**src/design/mqf_ram.sv**
```systemverilog
// Generic single-write, single-read synchronous RAM with registered read data.
// No dependencies.
`timescale 1ns / 1ps

module mqf_ram #(
  parameter int WIDTH = 32,
  parameter int DEPTH = 16
) (
  input  logic                     clk,
  input  logic                     we,
  input  logic [$clog2(DEPTH)-1:0] waddr,
  input  logic [WIDTH-1:0]         wdata,
  input  logic                     re,
  input  logic [$clog2(DEPTH)-1:0] raddr,
  output logic [WIDTH-1:0]         rdata
);

  logic [WIDTH-1:0] mem [DEPTH];

  always_ff @(posedge clk) begin
    if (we) begin
      mem[waddr] <= wdata;
    end
    if (re) begin
      rdata <= mem[raddr];
    end
  end

endmodule

```
**config.mk**
```make
export PLATFORM = sky130hd
export DESIGN_NAME = mqf_ram
export DESIGN_NICKNAME = d
export VERILOG_FILES = /design/src/design/mqf_ram.sv
export SDC_FILE = /design/constraint.sdc
export NUM_CORES = 1
export LEC_CHECK = 0
export ABC_CLOCK_PERIOD_IN_PS = 5300
export BUFFER_PORTS_ARGS = -buffer_cell sky130_fd_sc_hd__buf_2
export CAP_MARGIN = 0
export CORE_MARGIN = 3
export CORE_UTILIZATION = 43
export CTS_BUF_LIST = sky130_fd_sc_hd__clkbuf_4 sky130_fd_sc_hd__clkbuf_8
export DETAILED_ROUTE_END_ITERATION = 12
export PLACE_DENSITY_LB_ADDON = 0.1
export SLEW_MARGIN = 0
export SYNTH_ARGS = -nofsm -noshare
export SYNTH_HDL_FRONTEND = slang
export SYNTH_SLANG_ARGS = --single-unit
```
**constraint.sdc**
```tcl
create_clock -name clk -period 5.3 [get_ports clk]
set_clock_uncertainty 0.2 [all_clocks]
set_input_delay 1.06 -clock clk [delete_from_list [all_inputs] [get_ports clk]]
set_output_delay 1.06 -clock clk [all_outputs]
set_load 0.02 [all_outputs]
```
After elaboration in Yosys (flattened, before gate mapping):

Memories as Yosys holds them, arrays and structs flattened. A register that Yosys moved wholly into a read port is not among the register bits.
Cells that the tools add are included.

* word-level logic and storage cells: 3
* memories: 1
* bits in registers: 0
* memory bits (writable): 512
* output and inout bits: 32
* bits of input ports: 43

Memory list
* mem: words 16, bits a word 32, read ports 1, clocked after Yosys merged registers in 1, write ports 1, line 18 `logic [WIDTH-1:0] mem [DEPTH];`

* mux-type cells: 2

Operator list (number)
* 2-to-1 mux 1 bit: 2

Longest topological paths before layout:

* depth in word-level cells: 2
* depth in mapped cells: 5
* depth with buffers taken out: 3

Least setup slack after synthesis:

OpenSTA, ideal clock, no wires.

* path kind: input to register
* start: in waddr[2]
* end: mem mem[0][0], enable pin
* path slack: 0.860 ns
* buffers on the path: 0
* cell stages on the path: 2
* required time: 4.639 ns
* arrival: 3.778 ns
* setup time: 0.461 ns
* cell sequence: or3b_2 -> nor3_1

RTL lines
* start: declaration: line 11 `input logic [$clog2(DEPTH)-1:0] waddr,`
* end: declaration: line 18

Straight into the memory's write port.

Worst setup path after layout:

* start: in waddr[3]
* end: mem mem[5][29], enable pin

Straight into the memory's write port.

==> metrics.txt <==
Synth Area in Adders 0; status complete, no violations; ANT nets after route 0; multiplexer area fraction after synthesis 0.143; Synth Warn # 0; Post-synth EDFFs about 540; grt ovf 0; port bufs 74; delay-heaviest family, CP simple AND/OR/NAND/NOR gates; Pre-antenna DRT Iters 7; pre-CTS setup slack 1.85 ns; Hold Buf Count CTS 0; critical path type input port to flip-flop; Worst-Margin Slew 1.10 ns; Clock Latency Late Sink between 0.6 and 0.7 ns; Seq/Total Area, Yosys 0.810; Fmax between 300 and 400 MHz; Initial DRC Count between 700 and 800; Area growth, synth to finish 14.6%; Final Cell Area around 23,000 µm²; vias in the first global route 10,000; dominant synthesized flop cell edfxtp_1; clock tree buffer depth 3; CP Launch Type input port; Num CTS Buffers roughly 90; Post-CTS Resized 0; dpl hpwl approximately 24,000 µm; Vias/cell around 5.7; die area approximately 50,000 µm²; Antenna Cells 0; total wire length approximately 47,000 µm; CTS Sinks 544; Post-Synthesis Cell Area between 20,000 and 25,000 µm²; num rows 78; Initial Utilization 0.440; Tmin final ~2.8 ns; Worst-path clk slew approximately 0.060 ns; Fillers 3,721; crit path max fanout 21; # setup viols final 0; Fin. Hold Viols 0; Peak VDD IR ~180 µV; Die Y approximately 220 µm; Total GRT Usage 0.191; WP data arrival 2.87 ns; peak per-stage delay on the critical path 0.91 ns; proportion of layout cells with a drive suffix above 1 0.368; H-tree Lvls 3; PD cells between 300 and 400 nW/µm²; leakage 7.43 nW; largest family of logic cells by synthesized area multiplexers; DIE WIDTH about 220 µm; post-synthesis register bit count roughly 540; CORE AREA between 40,000 and 50,000 µm²; Setup Buffers After CTS 0; Synth Instances 838; Slowest cell on crit path nor2_4; MaxCap Viol Count 0; CP Cell Sequence buf_2, nand3b_1, nor2_4, buf_4; GPL Wtd Cong around 0.68; CTS tree done; Async S/R FF share, synth 0; post-synthesis net count between 800 and 900; Hold WC Path Type flip-flop to flip-flop; Synth Area in XOR/XNOR 0; Final nets roughly 1,000; Slew Limit Fails 0; TNS Setup 0 ns; Vias slightly above 9,000; RSZ-0062 raised after global routing no; number of remaining DRC errors 0; Synth Area in Simple Gates 0.0125; CTS root buffer clkbuf_8; fin crit share 0.523; Avg Inst Size Synth between 20 and 25 µm²; first-pass GRT wire length approximately 70,000 µm; Crit. End Element flip-flop; Cell variety after synth 17; I/O pin count 75; antenna violations before repair 3; WP buf/inv 2; largest net degree at the start of global routing between 80 and 90; DR WL/cell 28.2 µm; compound-gate portion of the synthesized area 0.0238; placed inst area around 21,000 µm²; max_slew headroom 0.264; worst endpoint required time about 5.4 ns; PnR worst setup slack about 2.5 ns
worst min-delay path, delay by kind of cell (launching register included):
kind	cells	cell delay, ns
AOI/OAI and AO/OA	1	0.06
DFF	1	0.31
muxes	1	0.22
and+or+nand+nor	1	0.05
where the power goes:
group          internal (mW)  switching, mW
sequential              4.85         0.0285
clock                   1.86           1.58
combinational          0.168          0.274
Yosys cell counts, types with 2 or more instances:
| master | n | area share |
|---|---|---|
| a22oi_1 | 64 | 0.024 |
| nor2_1 | 13 | 0.0024 |
| buf_4 | 11 | 0.0041 |
| nand2b_1 | 2 | 0.00062 |
| buf_2 | 4 | 0.00099 |
| buf_1 | 9 | 0.0017 |
| nand3b_1 | 2 | 0.00074 |
| buf_6 | 2 | 0.0011 |
| nand2_1 | 33 | 0.0061 |
| nor2b_1 | 2 | 0.00062 |
| clkbuf_1 | 17 | 0.0032 |
| edfxtp_1 | 544 | 0.81 |
| nor3_1 | 4 | 0.00099 |
| mux4_2 | 128 | 0.14 |
placed cells by master, fill, tap and decap left out, drive strengths merged:
| cell | synthesis | layout |
|---|---|---|
| edfxtp | 544 | 544 |
| mux4 | 128 | 128 |
| clkbuf | 17 | 124 |
| buf | 26 | 104 |
| a22oi | 64 | 64 |
| nand2 | 33 | 33 |
| clkinv | 0 | 28 |
| nor2 | 13 | 13 |
| nor3 | 4 | 4 |
| nor2b | 2 | 2 |
| nand3b | 2 | 2 |
| nand2b | 2 | 2 |
| and2 | 1 | 1 |
| nand3 | 1 | 1 |
| or3b | 1 | 1 |
| inv | 0 | 1 |
| bufinv | 0 | 1 |
| clkinvlp | 0 | 1 |
metrics by stage:
stage	cells	hold slack, ns	power (mW)	util
2_1_floorplan	838	0.510	5.22	-
3_3_place_gp	1500	0.529	5.41	0.468
3_5_place_dp	1500	0.530	5.42	0.468
4_1_cts	1654	0.544	8.87	0.504
5_1_grt	1654	0.565	9.11	0.504
6_report	1654	0.541	8.76	0.504
layer usage:
metal  part of all wire  global-route usage  vias to the layer above  wire (µm)
met5            0.00015                   0                        -          7
met4              0.015              0.0531                        2        714
met3              0.064              0.0375                       56       2990
met2               0.46               0.285                      333      21500
met1               0.46               0.292                     5030      21500
li1                   -                   -                     3933          -
flip-flops by register name (all words and copies together) (netlist names):
| register | cells |
|---|---|
| rdata | 32 |
| mem | 512 |
final cells by class:
class	count	area, µm²	share of cell area
Clock buffer	123	1500	0.0648
Sequential cell	544	16300	0.706
Tap cell	600	751	0.0325
Clock inverter	31	161	0.00698
Timing Repair Buffer	105	631	0.0273
Multi-Input combinational cell	251	3750	0.162
path summary, 6_finish.rpt:
kind | startpoint | end | slack (ns) | depth (start not counted)
worst max-delay path | waddr[3] | mem[5][29]$_DFFE_PP_ | 2.53 | 4
worst min-delay path | mem[14][4]$_DFFE_PP_ | rdata[4]$_DFFE_PP_ | 0.54 | 3
worst max register to register | mem[3][28]$_DFFE_PP_ | rdata[28]$_DFFE_PP_ | 3.62 | 3
worst min register to register | mem[14][4]$_DFFE_PP_ | rdata[4]$_DFFE_PP_ | 0.54 | 3
logic make-up after synthesis:
logic type	Yosys count
multiplexers	128
flip-flops	544
buffers and inverters	43
AND/OR/NAND/NOR	59
AO/OA/AOI/OAI	64
Note: power is estimated with default switching activity, not from simulation.
