`config.mk`:
```
export PLATFORM = sky130hd
export DESIGN_NAME = mqf_qsel
export DESIGN_NICKNAME = d
export VERILOG_FILES = /design/src/design/mqf_pkg.sv /design/src/design/mqf_qsel.sv
export SDC_FILE = /design/constraint.sdc
export NUM_CORES = 1
export LEC_CHECK = 0
export BUFFER_PORTS_ARGS = -buffer_cell sky130_fd_sc_hd__buf_2
export CORE_MARGIN = 2
export CORE_UTILIZATION = 28
export CTS_CLUSTER_SIZE = 10
export DETAILED_ROUTE_END_ITERATION = 6
export PLACE_DENSITY = 0.5
export SYNTH_ARGS = -nofsm -noshare
export SYNTH_HDL_FRONTEND = slang
export SYNTH_SLANG_ARGS = --single-unit
```
`constraint.sdc`:
```
create_clock -name clk -period 1 [get_ports clk]
set_input_delay 0.3 -clock clk [delete_from_list [all_inputs] [get_ports clk]]
set_output_delay 0.3 -clock clk [all_outputs]
set_load 0.005 [all_outputs]
```
`src/design/mqf_pkg.sv`:
```
// Package for the multi-queue FIFO manager: sizes, command and status codes,
// queue table entry and active-bit control types. No dependencies.
`timescale 1ns / 1ps

package mqf_pkg;

  localparam int NUM_QUEUES    = 16;
  localparam int MAX_DEPTH     = 256;
  localparam int DEFAULT_DEPTH = 256;
  localparam int DATA_WIDTH    = 32;

  localparam int CMD_W   = 3;
  localparam int QSEL_W  = 4;
  localparam int STAT_W  = 3;
  localparam int QW      = (NUM_QUEUES > 1) ? $clog2(NUM_QUEUES) : 1;
  localparam int AW      = (MAX_DEPTH > 1) ? $clog2(MAX_DEPTH) : 1;
  localparam int CNT_W   = $clog2(MAX_DEPTH + 1);
  localparam int SUM_W   = CNT_W + 1;
  localparam int STORE_DEPTH = NUM_QUEUES * (2 ** AW);
  localparam int STORE_AW    = QW + AW;
  localparam int DEF_DEPTH_SAT = (DEFAULT_DEPTH > MAX_DEPTH) ? MAX_DEPTH : DEFAULT_DEPTH;

  typedef enum logic [CMD_W-1:0] {
    CMD_ALLOC = 3'd0,
    CMD_PUT   = 3'd1,
    CMD_GET   = 3'd2,
    CMD_COUNT = 3'd3,
    CMD_FREE  = 3'd4
  } cmd_t;

  typedef enum logic [STAT_W-1:0] {
    ST_OK       = 3'd0,
    ST_NOQUEUE  = 3'd1,
    ST_INACTIVE = 3'd2,
    ST_FULL     = 3'd3,
    ST_EMPTY    = 3'd4
  } status_t;

  typedef struct packed {
    logic [AW-1:0]    head;
    logic [CNT_W-1:0] count;
    logic [CNT_W-1:0] depth;
  } qent_t;

  typedef struct packed {
    logic          set;
    logic [QW-1:0] set_idx;
    logic          clr;
    logic [QW-1:0] clr_idx;
  } act_ctl_t;

endpackage

```
`src/design/mqf_qsel.sv`:
```
// Queue active bits and lowest-inactive-queue search.
// Depends on mqf_pkg.
`timescale 1ns / 1ps

module mqf_qsel import mqf_pkg::*; (
  input  logic                  clk,
  input  logic                  rst,
  input  act_ctl_t              ctl,
  output logic [NUM_QUEUES-1:0] active,
  output logic                  free_found,
  output logic [QW-1:0]         free_idx
);

  always_ff @(posedge clk) begin
    if (rst) begin
      active <= '0;
    end else begin
      if (ctl.set) begin
        active[ctl.set_idx] <= 1'b1;
      end
      if (ctl.clr) begin
        active[ctl.clr_idx] <= 1'b0;
      end
    end
  end

  always_comb begin
    free_found = 1'b0;
    free_idx   = '0;
    for (int i = NUM_QUEUES - 1; i >= 0; i--) begin
      if (!active[i]) begin
        free_found = 1'b1;
        free_idx   = QW'(i);
      end
    end
  end

endmodule

```
After elaboration in Yosys (flattened, before gate mapping)
Cells that the tools add are included.

Flip-flop bits (word level): 16. Word-level logic and storage cells: 49.

Muxes and demuxes: 39. Reduce and logical (&&, ||, !) cells: 2. Bitwise logic cells: 3. $lt $le $gt $ge: 4.

Operators by type and width (count): $mux 4 (16); $mux 16 (3); $mux 1 (18); $and 16x16->16 (1); $not 16->16 (1); $or 16x16->16 (1); $lt 4x5->1 const B (2); $demux 1 s4 (2); $ge 4x1->1 const B (2); $logic_and 1x1->1 (2).

Depth between registers and ports, before layout
Gate-level depths: netlist (run 1).

Depth in word-level cells: 16. Mapped depth: 4. Mapped depth without buffers: 4.

Least setup slack after synthesis (run 1)
OpenSTA, ideal clock, no wires.

Path type: reg2out. Start: reg active[2]. End: out free_idx[0]. Path buffers: 0. Data arrival time: 0.844 ns. Cell stages (with the launch flop): 5. Slack: -0.144 ns. Path through: dfxtp_1 > nand3_1 > a21oi_1 > o21ai_0 > o21ai_0.

Word-level cells in the longest chain between the ends: 3.

Ends and longest elaborated chain: start, declared (RTL line mqf_qsel.sv:9) `output logic [NUM_QUEUES-1:0] active,`; start signal, assigned (RTL line mqf_qsel.sv:16) `active <= '0;`; start signal, assigned by index (RTL line mqf_qsel.sv:19) `active[ctl.set_idx] <= 1'b1;`; start signal, assigned by index (RTL line mqf_qsel.sv:22) `active[ctl.clr_idx] <= 1'b0;`; $mux 4 (3 in a row) (RTL line mqf_qsel.sv:31) `if (!active[i]) begin`; end, declared (RTL line mqf_qsel.sv:11) `output logic [QW-1:0] free_idx`.

No other way between the ends.

Final worst setup path (run 1)
Start: reg active[10]. End: out free_idx[1].

Word-level cells in the longest chain between the ends: 11.

Ends and longest elaborated chain (RTL line): $mux 4 (11 in a row) (mqf_qsel.sv:31).

No other way between the ends.

==> results of run 1 <==
[worst max-delay path: stages (launching register included)]
cell     delay, ns
dfxtp_4       0.37
nand2_2       0.07
a31oi_1       0.16
nor2_1        0.06
o21a_1        0.17
buf_2         0.12
[final cells by class]
class / instances / share of cell area [%]
Timing Repair Buffer: 64 / 36.6
Multi-Input combinational cell: 79 / 33.6
Sequential cell: 16 / 24.7
Tap cell: 31 / 2.61
Clock buffer: 3 / 1.51
Inverter: 4 / 1.01
[power groups by stage]
stage          Combinational, mW  Sequential, mW  Clock [mW]
2_1_floorplan             0.0678           0.683           0
3_3_place_gp               0.178           0.682           0
3_5_place_dp               0.181           0.683           0
4_1_cts                    0.206           0.661       0.341
5_1_grt                    0.238           0.651       0.362
6_report                   0.221           0.648       0.344
[repair_timing]
action / 4_1_cts / 5_1_grt
pin swaps: 4 / 6
gates resized for setup: 32 / 23
hold endpoints to repair: 0 / 0
setup endpoints to repair: 21 / 22
hold buffers: 0 / 0
setup buffers: 5 / 8
gates cloned: 0 / 0
[cell usage in the layout (no fill, tap or decap)]
master,n
and2b_1,2
nor3b_1,1
clkbuf_4,3
nor3_2,2
a31oi_1,6
nor2_2,2
nand4_1,4
inv_1,4
a311oi_2,1
o21ai_2,1
buf_4,17
nor2b_1,2
o21ai_0,2
and3_1,2
buf_6,29
a21oi_1,12
o21ai_1,2
buf_2,18
nand3_2,1
o21a_1,1
nand2_1,9
and3b_1,1
dfxtp_2,5
nand2_2,2
dfxtp_4,11
nor2_1,7
a211oi_1,12
a21oi_2,2
a311oi_1,4
nor3b_2,1
[worst max-delay path by stage]
| stage | startpoint | endpoint | slack [ns] | depth (start not counted) |
|---|---|---|---|---|
| after floorplan | active[10] | free_idx[1] | -0.06 | 4 |
| after global placement | active[14] | free_idx[0] | -0.20 | 5 |
| after detailed placement | ctl[6] | active[12] | -0.23 | 4 |
| after CTS | active[10] | free_idx[1] | -0.52 | 5 |
| after global routing | active[10] | free_idx[1] | -0.58 | 5 |
| final | active[10] | free_idx[1] | -0.54 | 5 |
[cell families (layout without fill, tap and decap cells)]
group	Yosys count	after routing	synth area share, %
buffers and inverters	6	71	2.79
flip-flops	16	16	39.8
AND/OR/NAND/NOR	36	36	23.4
AO/OA/AOI/OAI	43	43	34.0
[metal layers]
| layer | global-route usage (%) | vias up | wire (microns) | part of all wire (%) |
|---|---|---|---|---|
| met4 | 4.65 | 0 | 25 | 0.87 |
| met3 | 1.34 | 4 | 109 | 3.8 |
| li1 | - | 523 | - | - |
| met5 | 0 | - | 0 | 0 |
| met2 | 27.8 | 27 | 1390 | 49 |
| met1 | 23.2 | 474 | 1340 | 47 |
[stage by stage]
stage / power [mW] / hold slack (ns) / setup slack [ns] / cell area (sq um) / setup TNS, ns
CTS: 1.21 / 0.261 / -0.520 / 1380 / -5.13
detailed placement: 0.864 / 0.562 / -0.233 / 1190 / -2.75
global route: 1.25 / 0.270 / -0.577 / 1490 / -6.04
finish: 1.21 / 0.261 / -0.538 / 1490 / -5.41
floorplan: 0.751 / 0.403 / -0.0635 / 833 / -0.187
global placement: 0.861 / 0.555 / -0.197 / 1190 / -2.53
==> results.ini, run 1 <==
[run_status]
outcome = finished with violations
violations = negative setup slack

[timing]
finalSetupViolations = 21
slew_viol_final = 0
fin_crit_ns = 1.54
fin_skew_ns = 0
min_period_over_period_pct = 154
slew_headroom_pct = 76.8
max_freq_mhz = 650
rsz0062_at_grt = true
setup_slack_ns = -0.538
hold_viol = 0
worst_pin_slew_ns = 0.347

[flow_run]
drv_cap = 0

[min_path]
min_to = active[12]
hold_class = in -> reg
min_from = ctl[2]
hold_depth = 2

[yosys]
synthCells = 101
ys_ff_latch = 16
ys_warn_count = 0
postSynthAreaPerCell_sq_um = 7.98
synthFlopType = dfxtp_1
synth_common_cells = 16 x dfxtp_1, 14 x a21oi_1, 12 x a211oi_1
synth_edf_count = 0
netlist_top_cells_area = dfxtp_1 40%, a211oi_1 11%, a21oi_1 8.7%, a311oi_1 5.4%, nand2_1 5.1%
synth_top_area_share_pct = 39.8
seq_area_frac_synth_pct = 39.8
yosysUniqueCellTypes = 21
synth_top_cell_by_area = dfxtp_1
async_flop_share_pct = 0
syn-num-nets = 113
synth.most_common_cell = dfxtp_1
netlist_area_sq_um = 806

[place]
numPortBuffers = 32
dp.cells = 184
hpwl_mm = 2.14
place_congestion = 0.753

[clocking]
cts-buffers-inserted = 3
cts.sinks = 16
cts_tree = done
clkLatencyLatePin_ns = 0.29
h-tree-depth = 1
root_buffer = clkbuf_4
cts.clk_slew.worst_paths_ns = 0.09
clockBufferDepth = 2

[floorplanning]
row_count = 19
fp.dieH_microns = 57.6
core_region_area_sq_um = 2730
die_w_microns = 57.6
io_pins = 33
dieArea_sq_um = 3320
start_util_pct = 29.5

[grt]
grt_overflow_total = 0
grt_usage_pct = 16.7
grt_pass1_wl_mm = 4.33
grt_max_degree = 17
antenna_found_initial = 0
grt_pass1_vias = 914

[worst_setup_path]
r2r_end = active[7]
worst_setup_path_start_kind = flop
cp_max_fo = 4
reg2reg_from = active[7]
criticalPathCategory = reg -> out
rrSetupSlack_ns = 0.01
r2r_cells = 5
cp.required_ns = 0.70
cp-end-kind = primary output
arrival_ns = 1.24

[layout]
largest_reg_flops = 16
fin_util_pct = 54.5
seq_area_sq_um = 368
stdcell_count = 197
drive_above_1_share_pct = 57.2
multi_input_area_sq_um = 500
fin_nets = 180
largest_registers = active: 16 flops
top_register = active
n_antenna_cell = 0
fillCellCount = 244
syn_to_final_growth_pct = 84.8

[pwr]
p_leak_nw = 0.604
p_per_area_nw_per_um2 = 814
p_seq_share_pct = 53.5
ir_worst_vdd_uv = 649
combPwrFrac_pct = 18.2
switching_share_pct = 27.2
power.switching_mw = 0.330
clkPwrFrac_pct = 28.3
intPower_mw = 0.883

[route]
first_pass_iters = 4
route.detailed.drc = 0
wl_per_cell_microns = 14.5
routed_wl_mm = 2.86
dr.first_iter.drc_count = 44
vias = 1028
vias_per_cell = 5.22
drt.antenna.violating_nets = 0

(Power assumes the default switching activity.)
==> inputs of run 2 (changes only) <==
ABC_AREA = 1   (was unset)
==> run 2 against run 1 <==
Effect of this change:
- the run ends with design-rule violations, negative setup slack left
- combinational power is 4% higher
- clock power is 3% lower
- critical path depth is 5 higher
- critical endpoint unchanged
==> results.ini, run 2 <==
[yosys]
postSynthAreaPerCell_sq_um = 6.36
synth.most_common_cell = nand2_1
yosys.area_share.simple_pct = 41.6
ys_ff_latch = 16
synth_common_cells = 27 x nand2_1, 25 x nor3_1, 19 x nor2_1
synth_top_area_share_pct = 37.9
netlist_area_sq_um = 846
ys_warn_count = 0
synth_top_family_by_area = simple AND/OR/NAND/NOR gates
async_flop_share_pct = 0
synthFlopType = dfxtp_1
yosysUniqueCellTypes = 13
synth_mux_area_share_pct = 0
seq_area_frac_synth_pct = 37.9
synth_compound_area_share_pct = 12.4
synth_xor_area_share_pct = 0
netlist_top_cells_area = dfxtp_1 38%, nor3_1 15%, nand2_1 12%, nor2_1 8.4%, a31oi_1 6.7%
synth_top_cell_by_area = dfxtp_1
synth_edf_count = 0
synthCells = 133
syn-num-nets = 145
synthAdderAreaFrac_pct = 0

[timing]
slew_headroom_pct = 80.3
max_freq_mhz = 554
rsz0062_at_grt = true
worst_pin_slew_ns = 0.295
min_period_over_period_pct = 181
setup_slack_ns = -0.807
slew_viol_final = 0
final.setup.tns_ns = -6.20
fin_skew_ns = 0
finalSetupViolations = 21
hold_viol = 0
fin_crit_ns = 1.81

[route]
routed_wl_mm = 2.85
top_layer = met4
route.detailed.drc = 3
vias_per_cell = 5.00
dr.first_iter.drc_count = 38
wl_met2_mm = 1.29
wl_met3_microns = 133
routedLengthMet1_mm = 1.38
drt.antenna.violating_nets = 0
wl_per_cell_microns = 12.6
first_pass_iters = 6
vias = 1129

[worst_setup_path]
worst_setup_path_start_kind = flop
cp_max_fo = 4
arrival_ns = 1.51
criticalPathCategory = reg -> out
slowest_delay_ns = 0.33
crit_chain = buf_4, buf_6, nand2_2, nand3_2, nand3_1, nand3_1, nand3_1, nand2_1, a31oi_1, buf_2
crit_top_cell = nand3_1
cp-end-kind = primary output
cp.required_ns = 0.70
worst_path_max_delay_cell = dfxtp_2

[layout]
fin_util_pct = 52.1
syn_to_final_growth_pct = 72.6
top_register = active
fin_nets = 209
n_antenna_cell = 0
drive_above_1_share_pct = 44.6
largest_registers = active: 16 flops
largest_reg_flops = 16
final_cell_mix = 26 x nand2_1, 26 x buf_6, 24 x nor3_1

[floorplanning]
io_pins = 33
core_region_area_sq_um = 2810
die_w_microns = 59.0
row_count = 19
dieArea_sq_um = 3480
start_util_pct = 30.2
fp.dieH_microns = 59.0

[grt]
grt_pass1_wl_mm = 4.69
grt_usage_pct = 17.5
antenna_found_initial = 0
grt_max_degree = 17
grt_pass1_vias = 1035
grt_overflow_total = 0

[flow_run]
drv_cap = 0

[place]
place_congestion = 0.821
hpwl_mm = 2.22
numPortBuffers = 32
dpl_worst_slack_ns = -0.491

[pwr]
ir_worst_vdd_uv = 364
p_leak_nw = 0.672
p_per_area_nw_per_um2 = 835

[clocking]
cts.sinks = 16
root_buffer = clkbuf_4
clkLatencyLatePin_ns = 0.28
clockBufferDepth = 2
cts_tree = done
cts.clk_slew.worst_paths_ns = 0.09
holdBufCountCts = 0
h-tree-depth = 1
cts-buffers-inserted = 3

[min_path]
hold_class = in -> reg

[run_status]
outcome = finished with violations
violations = design-rule violations, negative setup slack

[run 2: cell count changes after synthesis, moves of 6 or more]
cell      delta
a211oi_1    -12
nor2_1      +12
nor3_1      +23
nand3_1      +6
inv_1       +10
nand2_1     +16
a21oi_1      -6
[run 2: layer usage]
layer / global-route usage (%) / vias to the layer above
met4: 7.79 / 0
met5: 0 / -
li1: - / 575
met1: 25.9 / 512
met3: 0.659 / 5
met2: 26.3 / 37
[run 2: area by class of cell]
type	instances	area [sq um]
Fill cell	281	1350
Clock buffer	3	22.5
Inverter	15	56.3
Multi-Input combinational cell	99	474
Tap cell	31	38.8
Sequential cell	16	350
Timing Repair Buffer	62	518
[run 2: critical path, delay by kind of cell, from the launching register on]
kind	cells	cell delay, ns
AOI/OAI and AO/OA	1	0.14
buffers and inverters	3	0.37
DFF	1	0.33
and+or+nand+nor	6	0.38
[run 2: cell families after synthesis]
kind of cell / after synthesis
and+or+nand+nor: 81
AOI/OAI and AO/OA: 18
buffers and inverters: 18
DFF: 16
[run 2: power breakdown]
group	switching (mW)	internal, mW	total [mW]
clock network	0.194	0.140	0.333
logic	0.122	0.108	0.229
registers	0.0127	0.644	0.656
total	0.328	0.891	1.22
[run 2: through the flow]
step	power [mW]	cells	area, sq um	hold WS [ns]
floorplan	0.771	133	870	0.507
global placement	0.873	216	1230	0.520
detailed placement	0.874	216	1230	0.516
CTS	1.22	221	1370	0.405
global route	1.30	226	1460	0.414
finish	1.22	226	1460	0.414
[run 2: path summary, 6_finish.rpt]
check / startpoint / slack (ns) / depth (start not counted) / endpoint
worst max-delay path: active[15] / -0.81 / 10 / free_idx[1]
worst min-delay path: rst / 0.41 / 2 / active[4]
worst max register to register: active[11] / 0.08 / 4 / active[11]
worst min register to register: active[8] / 0.56 / 2 / active[8]
[run 2: what timing repair did]
item / CTS / global route
setup endpoints to repair: 21 / 21
gates cloned: 0 / 0
buffers inserted: 3 / 6
resized for setup: 24 / 13
endpoints found under the hold margin: 0 / 0
pin swaps: 6 / 1
